==> config.mk <==
export PLATFORM = sky130hd
export DESIGN_NAME = intel_hex_segment_loader
export DESIGN_NICKNAME = d
export VERILOG_FILES = /design/src/hdl/ihex_pkg.sv /design/src/hdl/ihex_dpath.sv /design/src/hdl/ihex_ctrl.sv /design/src/hdl/intel_hex_segment_loader.sv
export SDC_FILE = /design/constraint.sdc
export NUM_CORES = 1
export LEC_CHECK = 0
export ABC_AREA = 0
export CAP_MARGIN = 20
export CORE_MARGIN = 10
export CORE_UTILIZATION = 58
export DETAILED_ROUTE_END_ITERATION = 10
export DONT_BUFFER_PORTS = 1
export PLACE_DENSITY_LB_ADDON = 0.05
export SYNTH_ARGS = -nofsm -noshare
export SYNTH_HDL_FRONTEND = slang
export SYNTH_SLANG_ARGS = --single-unit
==> constraint.sdc <==
create_clock -name clk -period 4.32 [get_ports clk]
set_clock_uncertainty 0.1 [all_clocks]
set_input_delay 0.864 -clock clk [delete_from_list [all_inputs] [get_ports clk]]
set_output_delay 0.864 -clock clk [all_outputs]
set_load 0.02 [all_outputs]
==> src/hdl/ihex_pkg.sv <==
// Shared types and constants for the Intel HEX segment loader.
`timescale 1ns / 1ps
package ihex_pkg;

  typedef struct packed {
    logic       command;
    logic [7:0] character;
  } in_item_t;

  typedef struct packed {
    logic [1:0]  kind;
    logic [16:0] address;
    logic [7:0]  byte_value;
    logic [9:0]  segment_length;
    logic        external;
    logic [2:0]  error_code;
    logic        last;
  } out_item_t;

  localparam logic [1:0] KIND_DATA   = 2'd0;
  localparam logic [1:0] KIND_CLOSED = 2'd1;
  localparam logic [1:0] KIND_DONE   = 2'd2;
  localparam logic [1:0] KIND_ERROR  = 2'd3;

  localparam logic [2:0] ERR_NOT_RECORD = 3'd0;
  localparam logic [2:0] ERR_BAD_TYPE   = 3'd1;
  localparam logic [2:0] ERR_TOO_SHORT  = 3'd2;
  localparam logic [2:0] ERR_EXT_REFUSE = 3'd3;
  localparam logic [2:0] ERR_TOO_LONG   = 3'd4;
  localparam logic [2:0] ERR_BAD_HEX    = 3'd5;

  localparam logic CMD_CHAR = 1'b0;
  localparam logic CMD_EOF  = 1'b1;

  localparam logic REG_CHIP_VARIANT   = 1'b0;
  localparam logic REG_ALLOW_EXTERNAL = 1'b1;

  localparam logic [1:0] CHIP_FX2LP = 2'd0;
  localparam logic [1:0] CHIP_FX2   = 2'd1;

  localparam logic [7:0] CH_HASH    = 8'h23;
  localparam logic [7:0] CH_COLON   = 8'h3a;
  localparam logic [7:0] CH_NEWLINE = 8'h0a;

  localparam logic [7:0] REC_DATA = 8'h00;
  localparam logic [7:0] REC_EOF  = 8'h01;

  localparam logic [9:0] RECORD_OVERHEAD = 10'd11;

  typedef enum logic [1:0] {
    MODE_START,
    MODE_COMMENT,
    MODE_RECORD
  } line_mode_t;

  typedef enum logic [1:0] {
    EMIT_ERROR,
    EMIT_CLOSE,
    EMIT_FINISH,
    EMIT_DATA
  } emit_sel_t;

  typedef struct packed {
    logic       load;
    logic       set_comment;
    logic       set_record;
    logic       set_start;
    logic       take_char;
    logic       check;
    logic       seg_merge;
    logic       emit;
    emit_sel_t  emit_sel;
    logic       emit_last;
    logic [2:0] err_code;
    logic       idx_clear;
    logic       idx_inc;
  } ihex_cmd_t;

  typedef struct packed {
    logic       finished;
    logic       eof;
    line_mode_t mode;
    logic       is_hash;
    logic       is_colon;
    logic       is_newline;
    logic       pos_full;
    logic       fault;
    logic       type_eof;
    logic       type_bad;
    logic       len_big;
    logic       too_short;
    logic       need_close;
    logic       len_zero;
    logic       wlen_zero;
    logic       refused;
    logic       idx_last;
    logic       out_free;
  } ihex_status_t;

  // Does a segment reach outside internal RAM for the chosen chip
  function automatic logic seg_external(input logic [1:0] variant,
                                        input logic [15:0] a,
                                        input logic [9:0] len);
    logic [16:0] e;
    e = {1'b0, a} + {7'd0, len};
    if (variant == CHIP_FX2LP) begin
      if (a <= 16'h3fff) return e > 17'h04000;
      if (a >= 16'he000 && a <= 16'he1ff) return e > 17'h0e200;
      return 1'b1;
    end
    if (variant == CHIP_FX2) begin
      if (a <= 16'h1fff) return e > 17'h02000;
      if (a >= 16'he000 && a <= 16'he1ff) return e > 17'h0e200;
      return 1'b1;
    end
    if (a <= 16'h1b3f) return e > 17'h01b40;
    return 1'b1;
  endfunction

endpackage

==> src/hdl/ihex_dpath.sv <==
// Datapath: line parser registers, record buffer, segment tracking, output register.
`timescale 1ns / 1ps
module ihex_dpath #(
  parameter int MAX_RECORD_BYTES = 16,
  parameter int SEGMENT_BYTES    = 1023,
  parameter int LINE_CHARS       = 511
) (
  input  logic                 clk,
  input  logic                 rst,
  input  ihex_pkg::in_item_t   in_item,
  input  logic                 cfg_we,
  input  logic                 cfg_index,
  input  logic [1:0]           cfg_data,
  input  ihex_pkg::ihex_cmd_t  cmd,
  output ihex_pkg::ihex_status_t st,
  output logic                 out_valid,
  input  logic                 out_stall,
  output ihex_pkg::out_item_t  out_item
);
  import ihex_pkg::*;

  localparam int IW = (MAX_RECORD_BYTES > 1) ? $clog2(MAX_RECORD_BYTES) : 1;
  localparam int CW = $clog2(MAX_RECORD_BYTES + 1);

  logic [1:0]  chip_variant;
  logic        allow_external;
  in_item_t    item;
  logic [8:0]  line_position;
  line_mode_t  line_mode;
  logic [7:0]  record_length;
  logic [15:0] record_offset;
  logic [7:0]  record_type;
  logic [3:0]  hex_nibble;
  logic        hex_fault;
  logic [7:0]  record_bytes [MAX_RECORD_BYTES];
  logic [15:0] segment_start;
  logic [9:0]  segment_count;
  logic        finished;
  logic [7:0]  work_length;
  logic [15:0] work_offset;
  logic [CW-1:0] idx;
  logic [7:0]  rd_data;

  logic [3:0]  nib;
  logic        bad;
  logic [8:0]  d;
  logic [7:0]  didx;
  logic        ext_c;
  logic        refused;
  logic [16:0] seg_end;
  logic [10:0] seg_sum;
  logic        mem_we;
  out_item_t   emit_item;

  always_comb begin
    bad = 1'b0;
    nib = 4'd0;
    if (item.character >= 8'h30 && item.character <= 8'h39) begin
      nib = 4'(item.character - 8'h30);
    end else if (item.character >= 8'h41 && item.character <= 8'h46) begin
      nib = 4'(item.character - 8'h37);
    end else if (item.character >= 8'h61 && item.character <= 8'h66) begin
      nib = 4'(item.character - 8'h57);
    end else begin
      bad = 1'b1;
    end
  end

  assign d       = line_position - 9'd9;
  assign didx    = d[8:1];
  assign mem_we  = cmd.take_char && line_position > 9'd8 && didx < record_length && d[0]
                   && {1'b0, didx} < 9'(MAX_RECORD_BYTES);
  assign ext_c   = (segment_count != 10'd0)
                   && seg_external(chip_variant, segment_start, segment_count);
  assign refused = ext_c && !allow_external;
  assign seg_end = {1'b0, segment_start} + {7'd0, segment_count};
  assign seg_sum = {1'b0, segment_count} + {3'd0, record_length};

  always_comb begin
    st.finished   = finished;
    st.eof        = item.command == CMD_EOF;
    st.mode       = line_mode;
    st.is_hash    = item.character == CH_HASH;
    st.is_colon   = item.character == CH_COLON;
    st.is_newline = item.character == CH_NEWLINE;
    st.pos_full   = line_position >= 9'(LINE_CHARS);
    st.fault      = hex_fault;
    st.type_eof   = record_type == REC_EOF;
    st.type_bad   = record_type != REC_DATA && record_type != REC_EOF;
    st.len_big    = record_length > 8'(MAX_RECORD_BYTES);
    st.too_short  = {1'b0, record_length, 1'b0} + RECORD_OVERHEAD > {1'b0, line_position};
    st.need_close = segment_count != 10'd0
                    && ({1'b0, record_offset} != seg_end
                        || seg_sum > 11'(SEGMENT_BYTES));
    st.len_zero   = record_length == 8'd0;
    st.wlen_zero  = work_length == 8'd0;
    st.refused    = refused;
    st.idx_last   = 8'(idx) == work_length - 8'd1;
    st.out_free   = !out_valid || !out_stall;
  end

  always_comb begin
    emit_item = '0;
    emit_item.last = cmd.emit_last;
    case (cmd.emit_sel)
      EMIT_ERROR: begin
        emit_item.kind       = KIND_ERROR;
        emit_item.error_code = cmd.err_code;
      end
      EMIT_CLOSE, EMIT_FINISH: begin
        emit_item.address        = {1'b0, segment_start};
        emit_item.segment_length = segment_count;
        emit_item.external       = ext_c;
        if (refused) begin
          emit_item.kind       = KIND_ERROR;
          emit_item.error_code = ERR_EXT_REFUSE;
        end else begin
          emit_item.kind = (cmd.emit_sel == EMIT_CLOSE) ? KIND_CLOSED : KIND_DONE;
        end
      end
      EMIT_DATA: begin
        emit_item.kind       = KIND_DATA;
        emit_item.address    = {1'b0, work_offset} + 17'(idx);
        emit_item.byte_value = rd_data;
      end
      default: emit_item = '0;
    endcase
  end

  always_ff @(posedge clk) begin
    if (mem_we) begin
      record_bytes[didx[IW-1:0]] <= {hex_nibble, nib};
    end
    rd_data <= record_bytes[idx[IW-1:0]];
  end

  always_ff @(posedge clk) begin
    if (rst) begin
      chip_variant   <= 2'd0;
      allow_external <= 1'b0;
      line_position  <= 9'd0;
      line_mode      <= MODE_START;
      record_length  <= 8'd0;
      record_offset  <= 16'd0;
      record_type    <= 8'd0;
      hex_nibble     <= 4'd0;
      hex_fault      <= 1'b0;
      segment_start  <= 16'd0;
      segment_count  <= 10'd0;
      finished       <= 1'b0;
      work_length    <= 8'd0;
      work_offset    <= 16'd0;
      idx            <= '0;
      out_valid      <= 1'b0;
    end else begin
      if (cfg_we) begin
        if (cfg_index == REG_CHIP_VARIANT) chip_variant <= cfg_data;
        else allow_external <= cfg_data[0];
      end
      if (cmd.load) item <= in_item;
      if (cmd.set_comment) line_mode <= MODE_COMMENT;
      if (cmd.set_start) line_mode <= MODE_START;
      if (cmd.set_record) begin
        line_mode     <= MODE_RECORD;
        line_position <= 9'd1;
      end
      if (cmd.take_char) begin
        line_position <= line_position + 9'd1;
        if (line_position <= 9'd2) begin
          if (bad) hex_fault <= 1'b1;
          record_length <= {record_length[3:0], nib};
        end else if (line_position <= 9'd6) begin
          if (bad) hex_fault <= 1'b1;
          record_offset <= {record_offset[11:0], nib};
        end else if (line_position <= 9'd8) begin
          if (bad) hex_fault <= 1'b1;
          record_type <= {record_type[3:0], nib};
        end else if (didx < record_length) begin
          if (bad) hex_fault <= 1'b1;
          if (!d[0]) hex_nibble <= nib;
        end
      end
      if (cmd.check) begin
        // latch the record, then clear the line
        work_length   <= record_length;
        work_offset   <= record_offset;
        line_position <= 9'd0;
        line_mode     <= MODE_START;
        record_length <= 8'd0;
        record_offset <= 16'd0;
        record_type   <= 8'd0;
        hex_nibble    <= 4'd0;
        hex_fault     <= 1'b0;
      end
      if (cmd.seg_merge) begin
        segment_count <= segment_count + 10'(record_length);
        if (segment_count == 10'd0) segment_start <= record_offset;
      end
      if (cmd.idx_clear) idx <= '0;
      if (cmd.idx_inc) idx <= idx + 1'b1;
      if (cmd.emit) begin
        out_valid <= 1'b1;
        out_item  <= emit_item;
        case (cmd.emit_sel)
          EMIT_ERROR, EMIT_FINISH: finished <= 1'b1;
          EMIT_CLOSE: begin
            if (refused) begin
              finished <= 1'b1;
            end else begin
              segment_count <= 10'(work_length);
              segment_start <= work_offset;
            end
          end
          default: ;
        endcase
      end else if (!out_stall) begin
        out_valid <= 1'b0;
      end
    end
  end

endmodule

==> src/hdl/ihex_ctrl.sv <==
// Controller: sequences each item through parsing, record checks and result emission.
`timescale 1ns / 1ps
module ihex_ctrl (
  input  logic                   clk,
  input  logic                   rst,
  input  logic                   in_valid,
  output logic                   in_stall,
  input  ihex_pkg::ihex_status_t st,
  output ihex_pkg::ihex_cmd_t    cmd
);
  import ihex_pkg::*;

  typedef enum logic [2:0] {
    S_IDLE, S_DECIDE, S_CHECK, S_CLOSE, S_READ, S_DATA, S_FINISH, S_ERROR
  } state_t;

  state_t     state, state_next;
  logic [2:0] err_code, err_code_next;

  assign in_stall = state != S_IDLE;

  always_comb begin
    state_next    = state;
    err_code_next = err_code;
    cmd           = '0;
    cmd.err_code  = err_code;
    case (state)
      S_IDLE: begin
        if (in_valid) begin
          cmd.load   = 1'b1;
          state_next = S_DECIDE;
        end
      end
      S_DECIDE: begin
        state_next = S_IDLE;
        if (!st.finished) begin
          if (st.eof) begin
            state_next = (st.mode == MODE_RECORD) ? S_CHECK : S_FINISH;
          end else begin
            case (st.mode)
              MODE_START: begin
                if (st.is_hash) cmd.set_comment = 1'b1;
                else if (st.is_colon) cmd.set_record = 1'b1;
                else begin
                  err_code_next = ERR_NOT_RECORD;
                  state_next    = S_ERROR;
                end
              end
              MODE_COMMENT: begin
                if (st.is_newline) cmd.set_start = 1'b1;
              end
              default: begin
                if (st.is_newline) state_next = S_CHECK;
                else if (st.pos_full) begin
                  err_code_next = ERR_TOO_LONG;
                  state_next    = S_ERROR;
                end else cmd.take_char = 1'b1;
              end
            endcase
          end
        end
      end
      S_CHECK: begin
        cmd.check = 1'b1;
        if (st.fault) begin
          err_code_next = ERR_BAD_HEX;
          state_next    = S_ERROR;
        end else if (st.type_eof) begin
          state_next = S_FINISH;
        end else if (st.type_bad) begin
          err_code_next = ERR_BAD_TYPE;
          state_next    = S_ERROR;
        end else if (st.len_big) begin
          err_code_next = ERR_TOO_LONG;
          state_next    = S_ERROR;
        end else if (st.too_short) begin
          err_code_next = ERR_TOO_SHORT;
          state_next    = S_ERROR;
        end else if (st.need_close) begin
          state_next = S_CLOSE;
        end else begin
          cmd.seg_merge = 1'b1;
          cmd.idx_clear = 1'b1;
          if (!st.len_zero) state_next = S_READ;
          else state_next = st.eof ? S_FINISH : S_IDLE;
        end
      end
      S_CLOSE: begin
        cmd.emit_sel  = EMIT_CLOSE;
        cmd.emit_last = st.refused || (st.wlen_zero && !st.eof);
        cmd.idx_clear = 1'b1;
        if (st.out_free) begin
          cmd.emit = 1'b1;
          if (st.refused) state_next = S_IDLE;
          else if (!st.wlen_zero) state_next = S_READ;
          else state_next = st.eof ? S_FINISH : S_IDLE;
        end
      end
      S_READ: state_next = S_DATA;
      S_DATA: begin
        cmd.emit_sel  = EMIT_DATA;
        cmd.emit_last = st.idx_last && !st.eof;
        if (st.out_free) begin
          cmd.emit    = 1'b1;
          cmd.idx_inc = 1'b1;
          if (!st.idx_last) state_next = S_READ;
          else state_next = st.eof ? S_FINISH : S_IDLE;
        end
      end
      S_FINISH: begin
        cmd.emit_sel  = EMIT_FINISH;
        cmd.emit_last = 1'b1;
        if (st.out_free) begin
          cmd.emit   = 1'b1;
          state_next = S_IDLE;
        end
      end
      S_ERROR: begin
        cmd.emit_sel  = EMIT_ERROR;
        cmd.emit_last = 1'b1;
        if (st.out_free) begin
          cmd.emit   = 1'b1;
          state_next = S_IDLE;
        end
      end
      default: state_next = S_IDLE;
    endcase
  end

  always_ff @(posedge clk) begin
    if (rst) begin
      state    <= S_IDLE;
      err_code <= ERR_NOT_RECORD;
    end else begin
      state    <= state_next;
      err_code <= err_code_next;
    end
  end

endmodule

==> src/hdl/intel_hex_segment_loader.sv <==
// Top level of the Intel HEX segment loader.
//   channel  direction  handshake             payload
//   in       input      in_valid / in_stall   in_item (command, character)
//   out      output     out_valid / out_stall out_item (one result)
//   cfg      input      cfg_we                cfg_index, cfg_data
// An ordinary character is loaded, then decoded; a record end adds a check, a
// segment close or finish, and per data byte a record buffer read, then an emit.
// One item is processed at a time, set by the controller sequence.
// Reset is synchronous; output stalls hold the sequence at its next emission.
`timescale 1ns / 1ps
module intel_hex_segment_loader #(
  parameter int MAX_RECORD_BYTES = 16,
  parameter int SEGMENT_BYTES    = 1023,
  parameter int LINE_CHARS       = 511
) (
  input  logic                clk,
  input  logic                rst,
  input  logic                in_valid,
  output logic                in_stall,
  input  ihex_pkg::in_item_t  in_item,
  output logic                out_valid,
  input  logic                out_stall,
  output ihex_pkg::out_item_t out_item,
  input  logic                cfg_we,
  input  logic                cfg_index,
  input  logic [1:0]          cfg_data
);
  import ihex_pkg::*;

  ihex_cmd_t    cmd;
  ihex_status_t st;

  ihex_ctrl u_ctrl (
    .clk      (clk),
    .rst      (rst),
    .in_valid (in_valid),
    .in_stall (in_stall),
    .st       (st),
    .cmd      (cmd)
  );

  ihex_dpath #(
    .MAX_RECORD_BYTES (MAX_RECORD_BYTES),
    .SEGMENT_BYTES    (SEGMENT_BYTES),
    .LINE_CHARS       (LINE_CHARS)
  ) u_dpath (
    .clk       (clk),
    .rst       (rst),
    .in_item   (in_item),
    .cfg_we    (cfg_we),
    .cfg_index (cfg_index),
    .cfg_data  (cfg_data),
    .cmd       (cmd),
    .st        (st),
    .out_valid (out_valid),
    .out_stall (out_stall),
    .out_item  (out_item)
  );

endmodule

* Word-level counts from Yosys, hierarchy flattened
Memory sizes are Yosys's and may differ from the RTL's. A register that Yosys moved wholly into a read port is not among the register bits. Cells that the tools add are included.
Word-level totals: register bits after elaboration 165, RAM bits 128, output and inout bits 44, memories kept 1
Operators by class: add/sub/neg operators 12, magnitude comparators 25, eq/ne operators 35, mux-type cells 133, bitwise logic cells 6, reduce and logical (&&, ||, !) cells 55
Memories:
- u_dpath.record_bytes | depth 16, width 8, rd ports 1, clocked after memory_dff 1, wr ports 1, RTL line ihex_dpath.sv:35 | logic [7:0] record_bytes [MAX_RECORD_BYTES];
Operators by type and width (count):
- $mux 3 | 33
- $mux 16 | 5
- $mux 1 | 63
- $mux 10 | 4
- $pmux 17 s2 | 1
- $le 16x13->1 const B | 2
- $mux 4 | 6
- $pmux 3 s2 | 4
- $pmux 3 s7 | 1
- $mux 9 | 2
- $add 16x10->17 | 1
- $add 16x5->17 | 1
- $gt 17x13->1 const B | 1
- $gt 17x14->1 const B | 1
- $gt 17x15->1 const B | 1
- $gt 17x16->1 const B | 1
- $ne 16x17->1 | 1
- $eq 8x6->1 const B | 2
- $ge 16x16->1 const B | 1
- $ge 8x7->1 const B | 2
- $le 16x14->1 const B | 1
- $le 16x16->1 const B | 1
- $le 8x7->1 const B | 2
- $logic_not 8->1 | 2
- 59 further kinds | 127

* Depth between registers and ports, before layout
Gate-level depths: netlist (run 1).
depth after elaboration 25, gate-level depth with buffers 16, depth with buffers taken out 14

* By module
From an unflattened synthesis (run 1), not the netlist that was laid out.
Second synthesis, totals: cells, all modules 1355, area, all modules 15338.5 um^2
By module, submodules not included:
- ihex_dpath | instances 1, cells an instance 1251, area each 14642.8 um^2
- ihex_ctrl | instances 1, cells an instance 104, area each 695.7 um^2

* Worst setup path before layout (run 1)
OpenSTA, ideal clock, no wires.
kind input -> register, start point input port out_stall, end point register u_dpath.out_item[0] (netlist name), arrival time 4.077 ns, slack -0.353 ns, stages on the path 3, path through and2_1 > clkbuf_1 > nor3_1
Between the ends: cells in the longest elaborated chain, start to end 5
RTL lines:
- start, declared | RTL line intel_hex_segment_loader.sv:22 | input logic out_stall,
- $logic_not 1->1 | RTL line ihex_dpath.sv:99 | st.out_free = !out_valid || !out_stall;
- $logic_or 1x1->1 | RTL line ihex_dpath.sv:99
- $mux 1
- $pmux 4 s4 | RTL line ihex_ctrl.sv:27 | case (state)
- $reduce_and 2->1 (no source line)
Every way passes these cells. A chain may end at the register's enable or synchronous reset.

* Worst setup path after layout (run 1)
start point register u_dpath.segment_count[0], end point register u_dpath.segment_start[10]
Between the ends: cells in the longest elaborated chain, start to end 22
RTL lines:
- start, declared | RTL line ihex_dpath.sv:37 | logic [9:0] segment_count;
- start signal, assigned | RTL line ihex_dpath.sv:196 | segment_count <= segment_count + 10'(record_length);
- start signal, assigned | RTL line ihex_dpath.sv:210 | segment_count <= 10'(work_length);
- $add 16x10->17 | RTL line ihex_pkg.sv:105, ihex_dpath.sv:76
- $gt 17x15->1 | RTL line ihex_pkg.sv:107 | if (a <= 16'h3fff) return e > 17'h04000;
- $mux 1 | RTL line ihex_pkg.sv:107
- $mux 1 | RTL line ihex_pkg.sv:106 | if (variant == CHIP_FX2LP) begin
- $mux 1 | RTL line ihex_pkg.sv:108 | if (a >= 16'he000 && a <= 16'he1ff) return e > 17'h0e200;
- $mux 1 | RTL line ihex_pkg.sv:109 | return 1'b1;
- $mux 1 | RTL line ihex_pkg.sv:108
- $mux 1 | RTL line ihex_pkg.sv:106
- [... 6 more ...]
- $mux 1 | RTL line ihex_pkg.sv:117 | return 1'b1;
- $mux 1 | RTL line ihex_pkg.sv:116 | if (a <= 16'h1b3f) return e > 17'h01b40;
- $mux 1 | RTL line ihex_pkg.sv:111 | if (variant == CHIP_FX2) begin
- $logic_and 1x1->1 | RTL line ihex_dpath.sv:74 | && seg_external(chip_variant, segment_start, segment_count);
- $logic_and 1x1->1 | RTL line ihex_dpath.sv:75 | assign refused = ext_c && !allow_external;
- $mux 16 | RTL line ihex_dpath.sv:207 | if (refused) begin
- $mux 16 | RTL line ihex_dpath.sv:204 | case (cmd.emit_sel)
- $mux 16 (*) | RTL line ihex_dpath.sv:201 | if (cmd.emit) begin
- end signal, assigned | RTL line ihex_dpath.sv:197 | if (segment_count == 10'd0) segment_start <= record_offset;
- end signal, assigned | RTL line ihex_dpath.sv:211 | segment_start <= work_offset;
- end, declared | RTL line ihex_dpath.sv:36 | logic [15:0] segment_start;
Mark *: on every way between the ends. The rest lies on a longest branch, timed or not. The select of a mux whose other input is x is not followed.

==> results of run 1 <==
where the power goes:
| part | total (mW) | internal (mW) | switching, mW | leakage (nW) |
|---|---|---|---|---|
| logic | 0.143 | 0.0490 | 0.0941 | 2.79 |
| registers | 3.06 | 3.03 | 0.0276 | 2.41 |
| clock network | 2.82 | 1.67 | 1.15 | 0.526 |
| total | 6.02 | 4.75 | 1.27 | 5.73 |
cell families after synthesis:
group	share of synthesized area, %
adders and majority gates	4.691
DFF	51.60
xor gates and xnor gates	4.443
and+or+nand+nor	15.10
muxes	9.191
buffers and inverters	3.171
AOI/OAI and AO/OA	11.81
cell usage after synthesis (6+ instances only):
cell type	instances	area [um^2]
sky130_fd_sc_hd__o221ai_1	6	52.55
sky130_fd_sc_hd__clkbuf_1	52	195.2
sky130_fd_sc_hd__o21ai_0	39	195.2
sky130_fd_sc_hd__a21oi_1	83	415.4
sky130_fd_sc_hd__xnor2_1	47	411.6
sky130_fd_sc_hd__o211ai_1	6	45.04
sky130_fd_sc_hd__nand4_1	16	100.1
sky130_fd_sc_hd__nand2b_1	6	37.54
sky130_fd_sc_hd__ha_1	52	650.6
sky130_fd_sc_hd__nor4_1	11	68.82
sky130_fd_sc_hd__edfxtp_1	179	5375
sky130_fd_sc_hd__nor2_1	142	533.0
sky130_fd_sc_hd__or3_1	8	50.05
sky130_fd_sc_hd__a31oi_1	6	37.54
sky130_fd_sc_hd__nand2_1	125	469.2
sky130_fd_sc_hd__a22oi_1	19	142.6
sky130_fd_sc_hd__dfxtp_1	122	2442
sky130_fd_sc_hd__o41ai_1	6	52.55
sky130_fd_sc_hd__xor2_1	17	148.9
sky130_fd_sc_hd__nand3_1	36	180.2
sky130_fd_sc_hd__mux2i_1	48	480.5
sky130_fd_sc_hd__and3_1	16	100.1
sky130_fd_sc_hd__nor2b_1	10	62.56
sky130_fd_sc_hd__mux4_2	40	900.9
sky130_fd_sc_hd__nor3_1	43	215.2
sky130_fd_sc_hd__o21a_1	6	45.04
sky130_fd_sc_hd__a21o_1	16	120.1
sky130_fd_sc_hd__buf_2	15	75.07
sky130_fd_sc_hd__and2_1	23	143.9
sky130_fd_sc_hd__inv_1	43	161.4
sky130_fd_sc_hd__a211oi_1	29	217.7
what timing repair did:
item | in CTS | in global routing
buffers inserted | 0 | 0
endpoints found under the setup margin | 0 | 29
gates resized for setup | 0 | 8
flip-flops by register name, summed over array words and instances (netlist names), 9 cells and up:
signal and count:
u_dpath.out_item 42, u_dpath.record_bytes 128, u_dpath.line_position 9, u_dpath.work_offset 16, u_dpath.record_offset 16, u_dpath.segment_count 10, u_dpath.segment_start 16
worst min-delay path by stage:
stage,from,to,slack (ps),depth (start not counted)
6_report,rst,u_dpath.out_valid$_SDFFE_PP0P_,330,1
2_1_floorplan,u_dpath.allow_external$_SDFFE_PP0P_,u_dpath.allow_external$_SDFFE_PP0P_,340,2
3_3_place_gp,u_dpath.work_offset[2]$_SDFFE_PP0P_,u_dpath.work_offset[2]$_SDFFE_PP0P_,360,2
5_1_grt,rst,u_dpath.out_valid$_SDFFE_PP0P_,310,1
3_5_place_dp,u_dpath.work_offset[4]$_SDFFE_PP0P_,u_dpath.work_offset[4]$_SDFFE_PP0P_,360,2
4_1_cts,rst,u_dpath.out_valid$_SDFFE_PP0P_,300,1
worst register-to-register path, cell delays in order, from the launching register on:
cell and delay, ps:
sky130_fd_sc_hd__dfxtp_1 430, sky130_fd_sc_hd__ha_1 220, sky130_fd_sc_hd__inv_1 60, sky130_fd_sc_hd__fa_1 410, sky130_fd_sc_hd__nor2b_1 240, sky130_fd_sc_hd__o21a_1 290, sky130_fd_sc_hd__o21ai_0 170, sky130_fd_sc_hd__a22oi_1 330
sky130_fd_sc_hd__nand4_1 150, sky130_fd_sc_hd__o41a_1 480, sky130_fd_sc_hd__o21ai_2 250, sky130_fd_sc_hd__a21bo_2 290, sky130_fd_sc_hd__nand2_1 70, sky130_fd_sc_hd__buf_4 230, sky130_fd_sc_hd__a211oi_1 260
routing by layer:
layer | vias up | track usage [%] | share of wire [%]
met2 | 272 | 38.55 | 51
met5 | - | 0 | 0
li1 | 5124 | - | -
met3 | 94 | 2.942 | 3.6
met4 | 0 | 9.535 | 4.0
met1 | 5285 | 28.09 | 42
stage by stage:
step	util (%)	setup slack [ps]	hold slack, ps	power (mW)	area (um^2)
after global placement	60.36	85.11	361.8	3.258	15640
after floorplan	-	565.6	336.1	3.225	15160
after global routing	64.99	29.13	309.6	6.208	16840
after detailed placement	60.36	65.30	363.4	3.261	15640
after CTS	64.61	12.43	299.9	6.069	16740
final	64.99	249.4	331.2	6.024	16840
area by class of cell:
class | instances | area (um^2) | share of cell area, %
clock buffers | 46 | 905.9 | 5.380
clock inverters | 16 | 196.4 | 1.167
inverters | 43 | 161.4 | 0.9585
multi-input cells | 955 | 6912 | 41.05
flip-flops and latches | 301 | 7819 | 46.43
well taps | 335 | 419.2 | 2.489
repair buffers | 50 | 425.4 | 2.526
==> qor.json, run 1 <==
{
  "drt": {
    "detail_route.wirelength_um": 37900,
    "routed_via_density": 6.171,
    "drtPass1Iterations": 5,
    "drcViolationCount": 0,
    "total_number_of_vias": 10780,
    "number_of_violations_reported_at_the_end_of_detailed_routing_iteration_0": 797,
    "detail_route.wl_per_cell_um": 21.71,
    "drtAntennaViolNets": 0
  },
  "cells_and_area": {
    "finish.net_count": 1457,
    "finalNonFillerCells": 1746,
    "final.fill_count": 2062,
    "areaGrowthSynthToFinish_pct": 11.14,
    "layout-drive-gt1-share_pct": 11.98,
    "layout_commonest_cell": "sky130_fd_sc_hd__edfxtp_1",
    "antenna_cells": 0,
    "mostFrequentLayoutCells": "179 x sky130_fd_sc_hd__edfxtp_1, 142 x sky130_fd_sc_hd__nor2_1, 125 x sky130_fd_sc_hd__nand2_1"
  },
  "clock_network": {
    "clk_pin_slew_ps": 60,
    "cts_root_buf": "sky130_fd_sc_hd__clkbuf_16",
    "cts-buffers-inserted": 34,
    "maximum_root_to_sink_buffer_count": 3,
    "clk_latency_ps": 520,
    "tritoncts": "built",
    "cts.hold.buffers_added": 0,
    "clock_sink_count": 301,
    "clock_tree.htree_level_count": 2
  },
  "synth": {
    "synth_cells": 1374,
    "yosysWarnings": 0,
    "count_of_unique_library_cells_instantiated_by_yosys": 80,
    "synth_edf_count": 179,
    "syn_area_um2": 15150,
    "synth.net_count": 1446,
    "yosys_register_bits": 301,
    "synth_async_sr_flop_share_pct": 0,
    "postSynthAreaPerCell_um2": 11.03,
    "dominantRegCellSynth": "sky130_fd_sc_hd__edfxtp_1",
    "synth_seq_area_share_pct": 51.60
  },
  "die": {
    "start_util_pct": 58.47,
    "die_h_um": 181.6,
    "core.rowCount": 59,
    "design.die.area_um2": 32990,
    "floorplan.die.width_um": 181.6,
    "core_region_area_um2": 25910,
    "boundaryPins": 61
  },
  "timing": {
    "final.period_utilization_pct": 94.23,
    "setup_viol_count_final": 0,
    "maxClockFrequency_ghz": 0.2457,
    "final_hold_vios": 0,
    "total_neg_setup_slack_ps": 0,
    "tightestPinTransition_ps": 876.4,
    "final-max-slew-violation-count": 0,
    "unrepaired_setup_endpoints_after_global_routing": "false",
    "post-route-min-period_ps": 4071,
    "worst_slew_margin_rel_pct": 41.57
  },
  "placed_design": {
    "placed_cells": 1682,
    "dp.final_hpwl_um": 26750,
    "io_buffers": 0,
    "globalplace.congestion": 0.9711
  },
  "critical_path": {
    "critical_path_cell_count": 14,
    "cp.arrival_ps": 4390,
    "ff2ff_setup_slack_ps": 250,
    "critPathCapture": "u_dpath.segment_start[10]$_SDFF_PP0_",
    "timing.critical_path.to_type": "flip-flop",
    "critPathRequiredTime_ps": 4640,
    "critPathBufInv": 2,
    "timing.setup.critical_path_class": "flip-flop to flip-flop",
    "r2r_end": "u_dpath.segment_start[10]$_SDFF_PP0_",
    "path_max_fanout": 20,
    "crit-reg2reg-launch": "u_dpath.segment_count[0]$_SDFF_PP0_",
    "worst_path_dominant_cell_family": "compound AO/OA/AOI/OAI gates",
    "slowest_delay_ps": 480,
    "crit_path_start_kind": "flip-flop",
    "critical_path.startpoint": "u_dpath.segment_count[0]$_SDFF_PP0_",
    "timing.critical_path.cells": "ha_1 -> inv_1 -> fa_1 -> nor2b_1 -> o21a_1 -> o21ai_0 -> a22oi_1 -> nand4_1 -> o41a_1 -> o21ai_2 -> a21bo_2 -> nand2_1 -> buf_4 -> a211oi_1",
    "r2r.worst_path.cells": 14,
    "timing.critical_path.slowest_stage_cell": "sky130_fd_sc_hd__o41a_1"
  },
  "global_routing": {
    "grt_pass1_vias": 10560,
    "grt.total_usage_pct": 22.52,
    "global_route.overflow_total": 0,
    "antenna_found_initial": 0,
    "maximum_number_of_pins_on_one_net_before_global_route_repair": 66,
    "grt_first_pass_wirelength_um": 59910
  },
  "hold_path": {
    "hold_path_class": "primary input to flip-flop"
  },
  "power_and_ir_drop": {
    "power_density_nw_per_um2": 357.8,
    "worst_ir_drop_vdd_v": 0.0003627,
    "static-leakage-power_nw": 5.725
  },
  "outcome": {
    "run_status": "finished, final reports clean"
  },
  "run": {
    "max-cap-violations": 0
  }
}
Note: power is estimated with default switching activity, not from simulation.
==> run 2, diff against run 1 <==
==> constraint.sdc (replaced) <==
create_clock -name clk -period 4.32 [get_ports clk]
set_clock_uncertainty 0.1 [all_clocks]
set_input_delay 0.216 -clock clk [delete_from_list [all_inputs] [get_ports clk]]
set_output_delay 0.216 -clock clk [all_outputs]
set_load 0.02 [all_outputs]
==> run 2 against run 1 <==
  * Count of clock-buffer cells in the layout up 2
  * Wire length rose by 0.52%
  * Largest power group unchanged
  * Via count is 0.83% higher
  * Sequential power barely moved
  * Highest routed layer unchanged
  * Core utilization is 0.85 points higher
  * Register-to-register slack about the same
==> qor.json, run 2 (same netlist as run 1, synthesis figures left out) <==
{
  "clock_network": {
    "maximum_root_to_sink_buffer_count": {"value": 3, "change": "unchanged"},
    "cts-buffers-inserted": {"value": 34, "change": "unchanged"},
    "clock_tree.htree_level_count": {"value": 2, "change": "unchanged"},
    "tritoncts": {"value": "built", "change": "unchanged"},
    "clk_latency": {"value": 520, "unit": "ps", "change": "about the same"},
    "clock_sink_count": {"value": 301, "change": "unchanged"},
    "clk_pin_slew": {"value": 60, "unit": "ps", "change": "about the same"},
    "cts_root_buf": {"value": "sky130_fd_sc_hd__clkbuf_16", "change": "unchanged"}
  },
  "placed_design": {
    "io_buffers": {"value": 0, "change": "unchanged"},
    "dpl_worst_slack": {"value": 129.2, "unit": "ps", "change": "was 65.30 ps"},
    "globalplace.congestion": {"value": 1.007, "change": "was 0.9711"},
    "placedInstanceArea": {"value": 15660, "unit": "um^2", "change": "was 15640 um^2"},
    "dp.final_hpwl": {"value": 26540, "unit": "um", "change": "was 26750 um"}
  },
  "critical_path": {
    "timing.setup.critical_path_class": {"value": "flip-flop to flip-flop", "change": "unchanged"},
    "timing.critical_path.cells": {"value": "ha_1 -> inv_1 -> fa_1 -> nor2b_1 -> o21a_1 -> o21ai_0 -> a22oi_1 -> nand4_1 -> o41a_1 -> o21ai_2 -> a21bo_2 -> nand2_1 -> buf_4 -> a211oi_1", "change": "unchanged"},
    "critical_path_cell_count": {"value": 14, "change": "unchanged"},
    "ff2ff_setup_slack": {"value": 240, "unit": "ps", "change": "was 250 ps"},
    "crit_path_start_kind": {"value": "flip-flop", "change": "unchanged"},
    "r2r.worst_path.cells": {"value": 14, "change": "unchanged"},
    "worst_path_dominant_cell_family": {"value": "compound AO/OA/AOI/OAI gates", "change": "unchanged"},
    "timing.critical_path.slowest_stage_cell": {"value": "sky130_fd_sc_hd__o41a_1", "change": "unchanged"},
    "critPathCapture": {"value": "u_dpath.segment_start[5]$_SDFF_PP0_", "change": "was u_dpath.segment_start[10]$_SDFF_PP0_"},
    "path_max_fanout": {"value": 20, "change": "unchanged"},
    "cp.arrival": {"value": 4400, "unit": "ps", "change": "was 4390 ps"},
    "critPathBufInv": {"value": 2, "change": "unchanged"},
    "slowest_delay": {"value": 470, "unit": "ps", "change": "was 480 ps"},
    "r2r_end": {"value": "u_dpath.segment_start[5]$_SDFF_PP0_", "change": "was u_dpath.segment_start[10]$_SDFF_PP0_"},
    "critical_path.startpoint": {"value": "u_dpath.segment_count[0]$_SDFF_PP0_", "change": "unchanged"},
    "timing.critical_path.to_type": {"value": "flip-flop", "change": "unchanged"},
    "crit-reg2reg-launch": {"value": "u_dpath.segment_count[0]$_SDFF_PP0_", "change": "unchanged"},
    "critPathRequiredTime": {"value": 4640, "unit": "ps", "change": "about the same"}
  },
  "timing": {
    "worst_slew_margin_rel": {"value": 38.65, "unit": "%", "change": "was 41.57%"},
    "final-max-slew-violation-count": {"value": 0, "change": "unchanged"},
    "final_hold_vios": {"value": 0, "change": "unchanged"},
    "tightestPinTransition": {"value": 920.2, "unit": "ps", "change": "was 876.4 ps"},
    "setup_viol_count_final": {"value": 0, "change": "unchanged"},
    "final.period_utilization": {"value": 94.53, "unit": "%", "change": "was 94.23%"},
    "total_neg_setup_slack": {"value": 0, "unit": "ps", "change": "unchanged"},
    "post-route-min-period": {"value": 4084, "unit": "ps", "change": "was 4071 ps"},
    "maxClockFrequency": {"value": 0.2449, "unit": "GHz", "change": "was 0.2457 GHz"},
    "setup_ws": {"value": 236.2, "unit": "ps", "change": "was 249.4 ps"}
  },
  "outcome": {
    "run_status": {"value": "finished, final reports clean", "change": "unchanged"}
  },
  "drt": {
    "number_of_violations_reported_at_the_end_of_detailed_routing_iteration_0": {"value": 882, "change": "was 797"},
    "detail_route.wl_per_cell": {"value": 21.54, "unit": "um", "change": "was 21.71 um"},
    "routed_via_density": {"value": 6.141, "change": "was 6.171"},
    "drtAntennaViolNets": {"value": 0, "change": "unchanged"},
    "drtPass1Iterations": {"value": 5, "change": "unchanged"},
    "total_number_of_vias": {"value": 10860, "change": "was 10780"},
    "drcViolationCount": {"value": 0, "change": "unchanged"},
    "detail_route.wirelength": {"value": 38100, "unit": "um", "change": "was 37900 um"}
  },
  "die": {
    "core_region_area": {"value": 25910, "unit": "um^2", "change": "unchanged"},
    "start_util": {"value": 58.47, "unit": "%", "change": "unchanged"},
    "boundaryPins": {"value": 61, "change": "unchanged"},
    "design.die.area": {"value": 32990, "unit": "um^2", "change": "unchanged"},
    "floorplan.die.width": {"value": 181.6, "unit": "um", "change": "unchanged"},
    "core.rowCount": {"value": 59, "change": "unchanged"},
    "die_h": {"value": 181.6, "unit": "um", "change": "unchanged"}
  },
  "power_and_ir_drop": {
    "netSwitchingPower": {"value": 1.276, "unit": "mW", "change": "was 1.271 mW"},
    "total_power": {"value": 6.114, "unit": "mW", "change": "was 6.024 mW"},
    "static-leakage-power": {"value": 5.853, "unit": "nW", "change": "was 5.725 nW"},
    "power_density": {"value": 358.4, "unit": "nW/um^2", "change": "was 357.8 nW/um^2"},
    "power.share.sequential": {"value": 50.1, "unit": "%", "change": "was 50.8%"},
    "worst_ir_drop_vdd": {"value": 0.0004194, "unit": "V", "change": "was 0.0003627 V"},
    "p_int": {"value": 4.838, "unit": "mW", "change": "was 4.753 mW"},
    "p_comb_share": {"value": 2.7, "unit": "%", "change": "was 2.4%"},
    "sw_frac_of_total": {"value": 20.87, "unit": "%", "change": "was 21.10%"},
    "clock_power_share": {"value": 47.2, "unit": "%", "change": "was 46.8%"}
  },
  "cells_and_area": {
    "finish.net_count": {"value": 1480, "change": "was 1457"},
    "layout_commonest_cell": {"value": "sky130_fd_sc_hd__edfxtp_1", "change": "unchanged"},
    "non_filler_cell_area_final": {"value": 17060, "unit": "um^2", "change": "was 16840 um^2"},
    "final.fill_count": {"value": 1996, "change": "was 2062"},
    "layout-drive-gt1-share": {"value": 12.41, "unit": "%", "change": "was 11.98%"},
    "areaGrowthSynthToFinish": {"value": 12.59, "unit": "%", "change": "was 11.14%"},
    "largest_reg_flops": {"value": 128, "change": "unchanged"},
    "antenna_cells": {"value": 0, "change": "unchanged"},
    "mostFrequentLayoutCells": {"value": "179 x sky130_fd_sc_hd__edfxtp_1, 142 x sky130_fd_sc_hd__nor2_1, 125 x sky130_fd_sc_hd__nand2_1", "change": "unchanged"}
  },
  "global_routing": {
    "grt_pass1_vias": {"value": 10620, "change": "was 10560"},
    "maximum_number_of_pins_on_one_net_before_global_route_repair": {"value": 65, "change": "was 66"},
    "antenna_found_initial": {"value": 0, "change": "unchanged"},
    "global_route.overflow_total": {"value": 0, "change": "unchanged"},
    "grt_first_pass_wirelength": {"value": 60040, "unit": "um", "change": "was 59910 um"},
    "grt.total_usage": {"value": 22.41, "unit": "%", "change": "was 22.52%"}
  },
  "hold_path": {
    "hold_path_class": {"value": "primary input to flip-flop", "change": "unchanged"}
  },
  "run": {
    "max-cap-violations": {"value": 0, "change": "unchanged"}
  }
}
## run 2: cell types whose count changed in the layout (fill, tap and decap cells not counted), sizes merged
cell         delta
buf             +5
clkbuf          +1
clkinv          -4
dlygate4sd3    +19
inv             +2
## run 2: through the flow
step                      util, %  hold WS, ps  instances
after floorplan                 -        214.9       1374
after global placement      60.43        196.0       1686
after detailed placement    60.43        196.6       1686
after CTS                   65.62        17.70       1768
after global routing        65.83        75.11       1769
final                       65.83        41.73       1769
## run 2: worst min-delay path: stages
cell                      delay [ps]
sky130_fd_sc_hd__nand2_1         160
sky130_fd_sc_hd__o211a_1         160
sky130_fd_sc_hd__a21o_1          100
## run 2: layout make-up
class                           count  area (um^2)  share of cell area [%]
Clock buffer                       48        963.4                   5.648
Clock inverter                     14        165.2                  0.9682
Inverter                           43        161.4                  0.9462
Multi-Input combinational cell    955         6910                   40.51
Sequential cell                   301         7819                   45.84
Tap cell                          335        419.2                   2.457
Timing Repair Buffer               73        619.3                   3.631
## run 2: power groups by stage
stage,clock [mW],sequential [mW],combinational [mW]
2_1_floorplan,0,3.11,0.118
3_3_place_gp,0,3.12,0.136
3_5_place_dp,0,3.12,0.137
4_1_cts,2.94,3.06,0.164
5_1_grt,3.03,3.06,0.182
6_report,2.89,3.06,0.165
## run 2: per-layer routing
layer / share of wire, % / vias to the layer above / global-route usage [%]
li1: - / 5162 / -
met5: 0 / - / 0
met1: 42 / 5295 / 27.86
met2: 50 / 330 / 38.28
met3: 4.6 / 77 / 3.340
met4: 3.7 / 0 / 9.209
## run 2: worst min path at each step
stage,slack (ps),end,startpoint,cells past startpoint
finish,40,u_ctrl.state[2]$_SDFFE_PP0P_,out_stall,3
global route,80,u_dpath.item[1]$_DFFE_PP_,in_valid,2
detailed placement,200,u_dpath.out_valid$_SDFFE_PP0P_,rst,1
CTS,20,u_ctrl.state[2]$_SDFFE_PP0P_,out_stall,3
floorplan,210,u_dpath.item[0]$_DFFE_PP_,in_item[0],0
global placement,200,u_dpath.out_valid$_SDFFE_PP0P_,rst,1
## run 2: timing repair
item / 4_1_cts / 5_1_grt
endpoints found under the setup margin: 0 / 34
hold buffers: 20 / 0
hold endpoints to repair: 83 / 0
gates resized for setup: 0 / 8
buffers inserted: 0 / 1
==> run 3, diff against run 2 <==
REMOVE_ABC_BUFFERS = 1   (was default)
==> run 3 against run 2 <==
  * Sequential share of layout area barely moved
  * Fmax increased by 0.77%
  * Final area about the same
  * Clock power is 5% lower
  * Count of clock-buffer cells in the layout up 1
  * Core utilization up 0.063 points
  * Hold slack worse by 19 ps
  * Register-to-register slack better by 30 ps
  * Largest power group unchanged
==> qor.json, run 3 (same netlist as run 1, synthesis figures left out) <==
{
  "outcome": {
    "run_status": {"value": "finished, final reports clean", "change": "unchanged"}
  },
  "timing": {
    "unrepaired_setup_endpoints_after_global_routing": "false",
    "final-max-slew-violation-count": {"value": 0, "change": "unchanged"},
    "setup_viol_count_final": {"value": 0, "change": "unchanged"},
    "hold_ws": {"value": 22.43, "unit": "ps", "change": "was 41.73 ps"},
    "tightestPinTransition": {"value": 941.1, "unit": "ps", "change": "was 920.2 ps"},
    "post-route-min-period": {"value": 4052, "unit": "ps", "change": "was 4084 ps"},
    "final.period_utilization": {"value": 93.81, "unit": "%", "change": "was 94.53%"},
    "final_hold_vios": {"value": 0, "change": "unchanged"},
    "maxClockFrequency": {"value": 0.2468, "unit": "GHz", "change": "was 0.2449 GHz"},
    "worst_slew_margin_rel": {"value": 37.26, "unit": "%", "change": "was 38.65%"}
  },
  "die": {
    "core_region_area": {"value": 25910, "unit": "um^2", "change": "unchanged"},
    "core.rowCount": {"value": 59, "change": "unchanged"},
    "design.die.area": {"value": 32990, "unit": "um^2", "change": "unchanged"},
    "boundaryPins": {"value": 61, "change": "unchanged"},
    "start_util": {"value": 58.47, "unit": "%", "change": "unchanged"},
    "floorplan.die.width": {"value": 181.6, "unit": "um", "change": "unchanged"},
    "die_h": {"value": 181.6, "unit": "um", "change": "unchanged"}
  },
  "clock_network": {
    "clock_sink_count": {"value": 301, "change": "unchanged"},
    "clk_latency": {"value": 530, "unit": "ps", "change": "was 520 ps"},
    "tritoncts": {"value": "built", "change": "unchanged"},
    "clock_tree.htree_level_count": {"value": 2, "change": "unchanged"},
    "maximum_root_to_sink_buffer_count": {"value": 3, "change": "unchanged"},
    "clk_pin_slew": {"value": 60, "unit": "ps", "change": "about the same"},
    "cts-buffers-inserted": {"value": 34, "change": "unchanged"},
    "cts_root_buf": {"value": "sky130_fd_sc_hd__clkbuf_16", "change": "unchanged"}
  },
  "critical_path": {
    "crit_path_start_kind": {"value": "flip-flop", "change": "unchanged"},
    "critical_path.startpoint": {"value": "u_dpath.segment_count[9]$_SDFF_PP0_", "change": "was u_dpath.segment_count[0]$_SDFF_PP0_"},
    "critPathRequiredTime": {"value": 4650, "unit": "ps", "change": "was 4640 ps"},
    "r2r_end": {"value": "u_dpath.segment_start[13]$_SDFF_PP0_", "change": "was u_dpath.segment_start[5]$_SDFF_PP0_"},
    "slowest_delay": {"value": 500, "unit": "ps", "change": "was 470 ps"},
    "ff2ff_setup_slack": {"value": 270, "unit": "ps", "change": "was 240 ps"},
    "timing.critical_path.cells": {"value": "ha_1 -> a21oi_1 -> o21ai_1 -> or2_2 -> o211ai_1 -> nand4_1 -> o41a_1 -> o22ai_1 -> a21bo_2 -> nand2_1 -> buf_12 -> a211oi_1", "change": "was ha_1 -> inv_1 -> fa_1 -> nor2b_1 -> o21a_1 -> o21ai_0 -> a22oi_1 -> nand4_1 -> o41a_1 -> o21ai_2 -> a21bo_2 -> nand2_1 -> buf_4 -> a211oi_1"},
    "cp.arrival": {"value": 4380, "unit": "ps", "change": "was 4400 ps"},
    "crit-reg2reg-launch": {"value": "u_dpath.segment_count[9]$_SDFF_PP0_", "change": "was u_dpath.segment_count[0]$_SDFF_PP0_"},
    "r2r.worst_path.cells": {"value": 12, "change": "was 14"},
    "critPathCapture": {"value": "u_dpath.segment_start[13]$_SDFF_PP0_", "change": "was u_dpath.segment_start[5]$_SDFF_PP0_"},
    "path_max_fanout": {"value": 16, "change": "was 20"},
    "timing.setup.critical_path_class": {"value": "flip-flop to flip-flop", "change": "unchanged"},
    "timing.critical_path.to_type": {"value": "flip-flop", "change": "unchanged"},
    "timing.critical_path.slowest_stage_cell": {"value": "sky130_fd_sc_hd__dfxtp_1", "change": "was sky130_fd_sc_hd__o41a_1"}
  },
  "global_routing": {
    "grt.total_usage": {"value": 22.82, "unit": "%", "change": "was 22.41%"},
    "maximum_number_of_pins_on_one_net_before_global_route_repair": {"value": 65, "change": "unchanged"},
    "global_route.overflow_total": {"value": 0, "change": "unchanged"},
    "grt_pass1_vias": {"value": 10620, "change": "about the same"},
    "antenna_found_initial": {"value": 0, "change": "unchanged"},
    "grt_first_pass_wirelength": {"value": 60570, "unit": "um", "change": "was 60040 um"}
  },
  "drt": {
    "drtAntennaViolNets": {"value": 0, "change": "unchanged"},
    "total_number_of_vias": {"value": 10940, "change": "was 10860"},
    "drtPass1Iterations": {"value": 5, "change": "unchanged"},
    "drcViolationCount": {"value": 0, "change": "unchanged"},
    "routed_via_density": {"value": 6.148, "change": "was 6.141"},
    "detail_route.wl_per_cell": {"value": 21.42, "unit": "um", "change": "was 21.54 um"},
    "number_of_violations_reported_at_the_end_of_detailed_routing_iteration_0": {"value": 974, "change": "was 882"},
    "detail_route.wirelength": {"value": 38110, "unit": "um", "change": "was 38100 um"}
  },
  "cells_and_area": {
    "finish.net_count": {"value": 1490, "change": "was 1480"},
    "antenna_cells": {"value": 0, "change": "unchanged"},
    "layout-drive-gt1-share": {"value": 12.67, "unit": "%", "change": "was 12.41%"},
    "layout_commonest_cell": {"value": "sky130_fd_sc_hd__edfxtp_1", "change": "unchanged"},
    "mostFrequentLayoutCells": {"value": "179 x sky130_fd_sc_hd__edfxtp_1, 142 x sky130_fd_sc_hd__nor2_1, 125 x sky130_fd_sc_hd__nand2_1", "change": "unchanged"},
    "final_core_utilization": {"value": 65.89, "unit": "%", "change": "was 65.83%"},
    "areaGrowthSynthToFinish": {"value": 12.69, "unit": "%", "change": "was 12.59%"},
    "largest_reg_flops": {"value": 128, "change": "unchanged"}
  },
  "hold_path": {
    "hold_path_class": {"value": "primary input to flip-flop", "change": "unchanged"}
  },
  "run": {
    "max-cap-violations": {"value": 0, "change": "unchanged"}
  },
  "power_and_ir_drop": {
    "worst_ir_drop_vdd": {"value": 0.0004363, "unit": "V", "change": "was 0.0004194 V"},
    "power_density": {"value": 349.7, "unit": "nW/um^2", "change": "was 358.4 nW/um^2"},
    "static-leakage-power": {"value": 5.849, "unit": "nW", "change": "was 5.853 nW"}
  },
  "placed_design": {
    "io_buffers": {"value": 0, "change": "unchanged"},
    "globalplace.congestion": {"value": 0.9442, "change": "was 1.007"},
    "dp.final_hpwl": {"value": 26890, "unit": "um", "change": "was 26540 um"}
  }
}
run 3: cell count changes in the layout (fill, tap and decap cells not counted), sizes merged:
cell         before  now
dlygate4sd3      19   20
inv              45   46
clkbuf           48   49
bufinv            3    0
clkinvlp          1    2
buf              54   63
run 3: metrics by stage:
stage / worst slack (ps) / std cells / area [um^2] / setup TNS [ps] / power, mW
2_1_floorplan: -134.5 / 1299 / 14830 / -5710 / 3.210
3_3_place_gp: 291.8 / 1692 / 15720 / 0 / 3.255
3_5_place_dp: 208.9 / 1692 / 15720 / 0 / 3.257
4_1_cts: 190.4 / 1775 / 17020 / 0 / 6.014
5_1_grt: 4.846 / 1779 / 17070 / 0 / 6.152
6_report: 267.6 / 1779 / 17070 / 0 / 5.971
run 3: layer usage:
layer	share of wire, %	global-route usage [%]
met1	43	29.71
met2	49	38.23
met3	4.6	2.843
met4	3.3	8.526
met5	0	0
run 3: worst min-delay path by stage:
stage / startpoint / endpoint / depth (start not counted)
3_3_place_gp: rst / u_dpath.chip_variant[1]$_SDFFE_PP0P_ / 1
2_1_floorplan: rst / u_dpath.allow_external$_SDFFE_PP0P_ / 1
4_1_cts: rst / u_dpath.idx[2]$_SDFFE_PP0P_ / 4
5_1_grt: rst / u_dpath.idx[2]$_SDFFE_PP0P_ / 4
3_5_place_dp: rst / u_dpath.allow_external$_SDFFE_PP0P_ / 1
6_report: rst / u_dpath.idx[2]$_SDFFE_PP0P_ / 4
run 3: where the power goes:
part	internal (mW)	total, mW	leakage [nW]	switching, mW
Sequential	3.03	3.06	2.41	0.0272
Clock	1.57	2.74	0.517	1.17
Combinational	0.0604	0.167	2.92	0.107
run 3: worst max-delay path: cells and delay by family, from the launching register on:
kind,cells,cell delay (ps)
DFF,1,500
adders and majority gates,1,380
AOI/OAI and AO/OA,7,2100
buffers and inverters,1,240
and+or+nand+nor,3,630
run 3: cell type report:
type                            count  area, um^2
Clock inverter                     13       111.4
Timing Repair Buffer               83       725.7
Clock buffer                       49       958.4
Inverter                           43       161.4
Tap cell                          335       419.2
Fill cell                        1989        8837
Multi-Input combinational cell    955        6879
Sequential cell                   301        7819
run 3: repair_timing:
| item | in CTS | in global routing |
|---|---|---|
| buffers inserted | 0 | 3 |
| hold buffers | 21 | 0 |
| resized for setup | 0 | 4 |
| endpoints found under the setup margin | 0 | 28 |
| hold endpoints to repair | 83 | 0 |
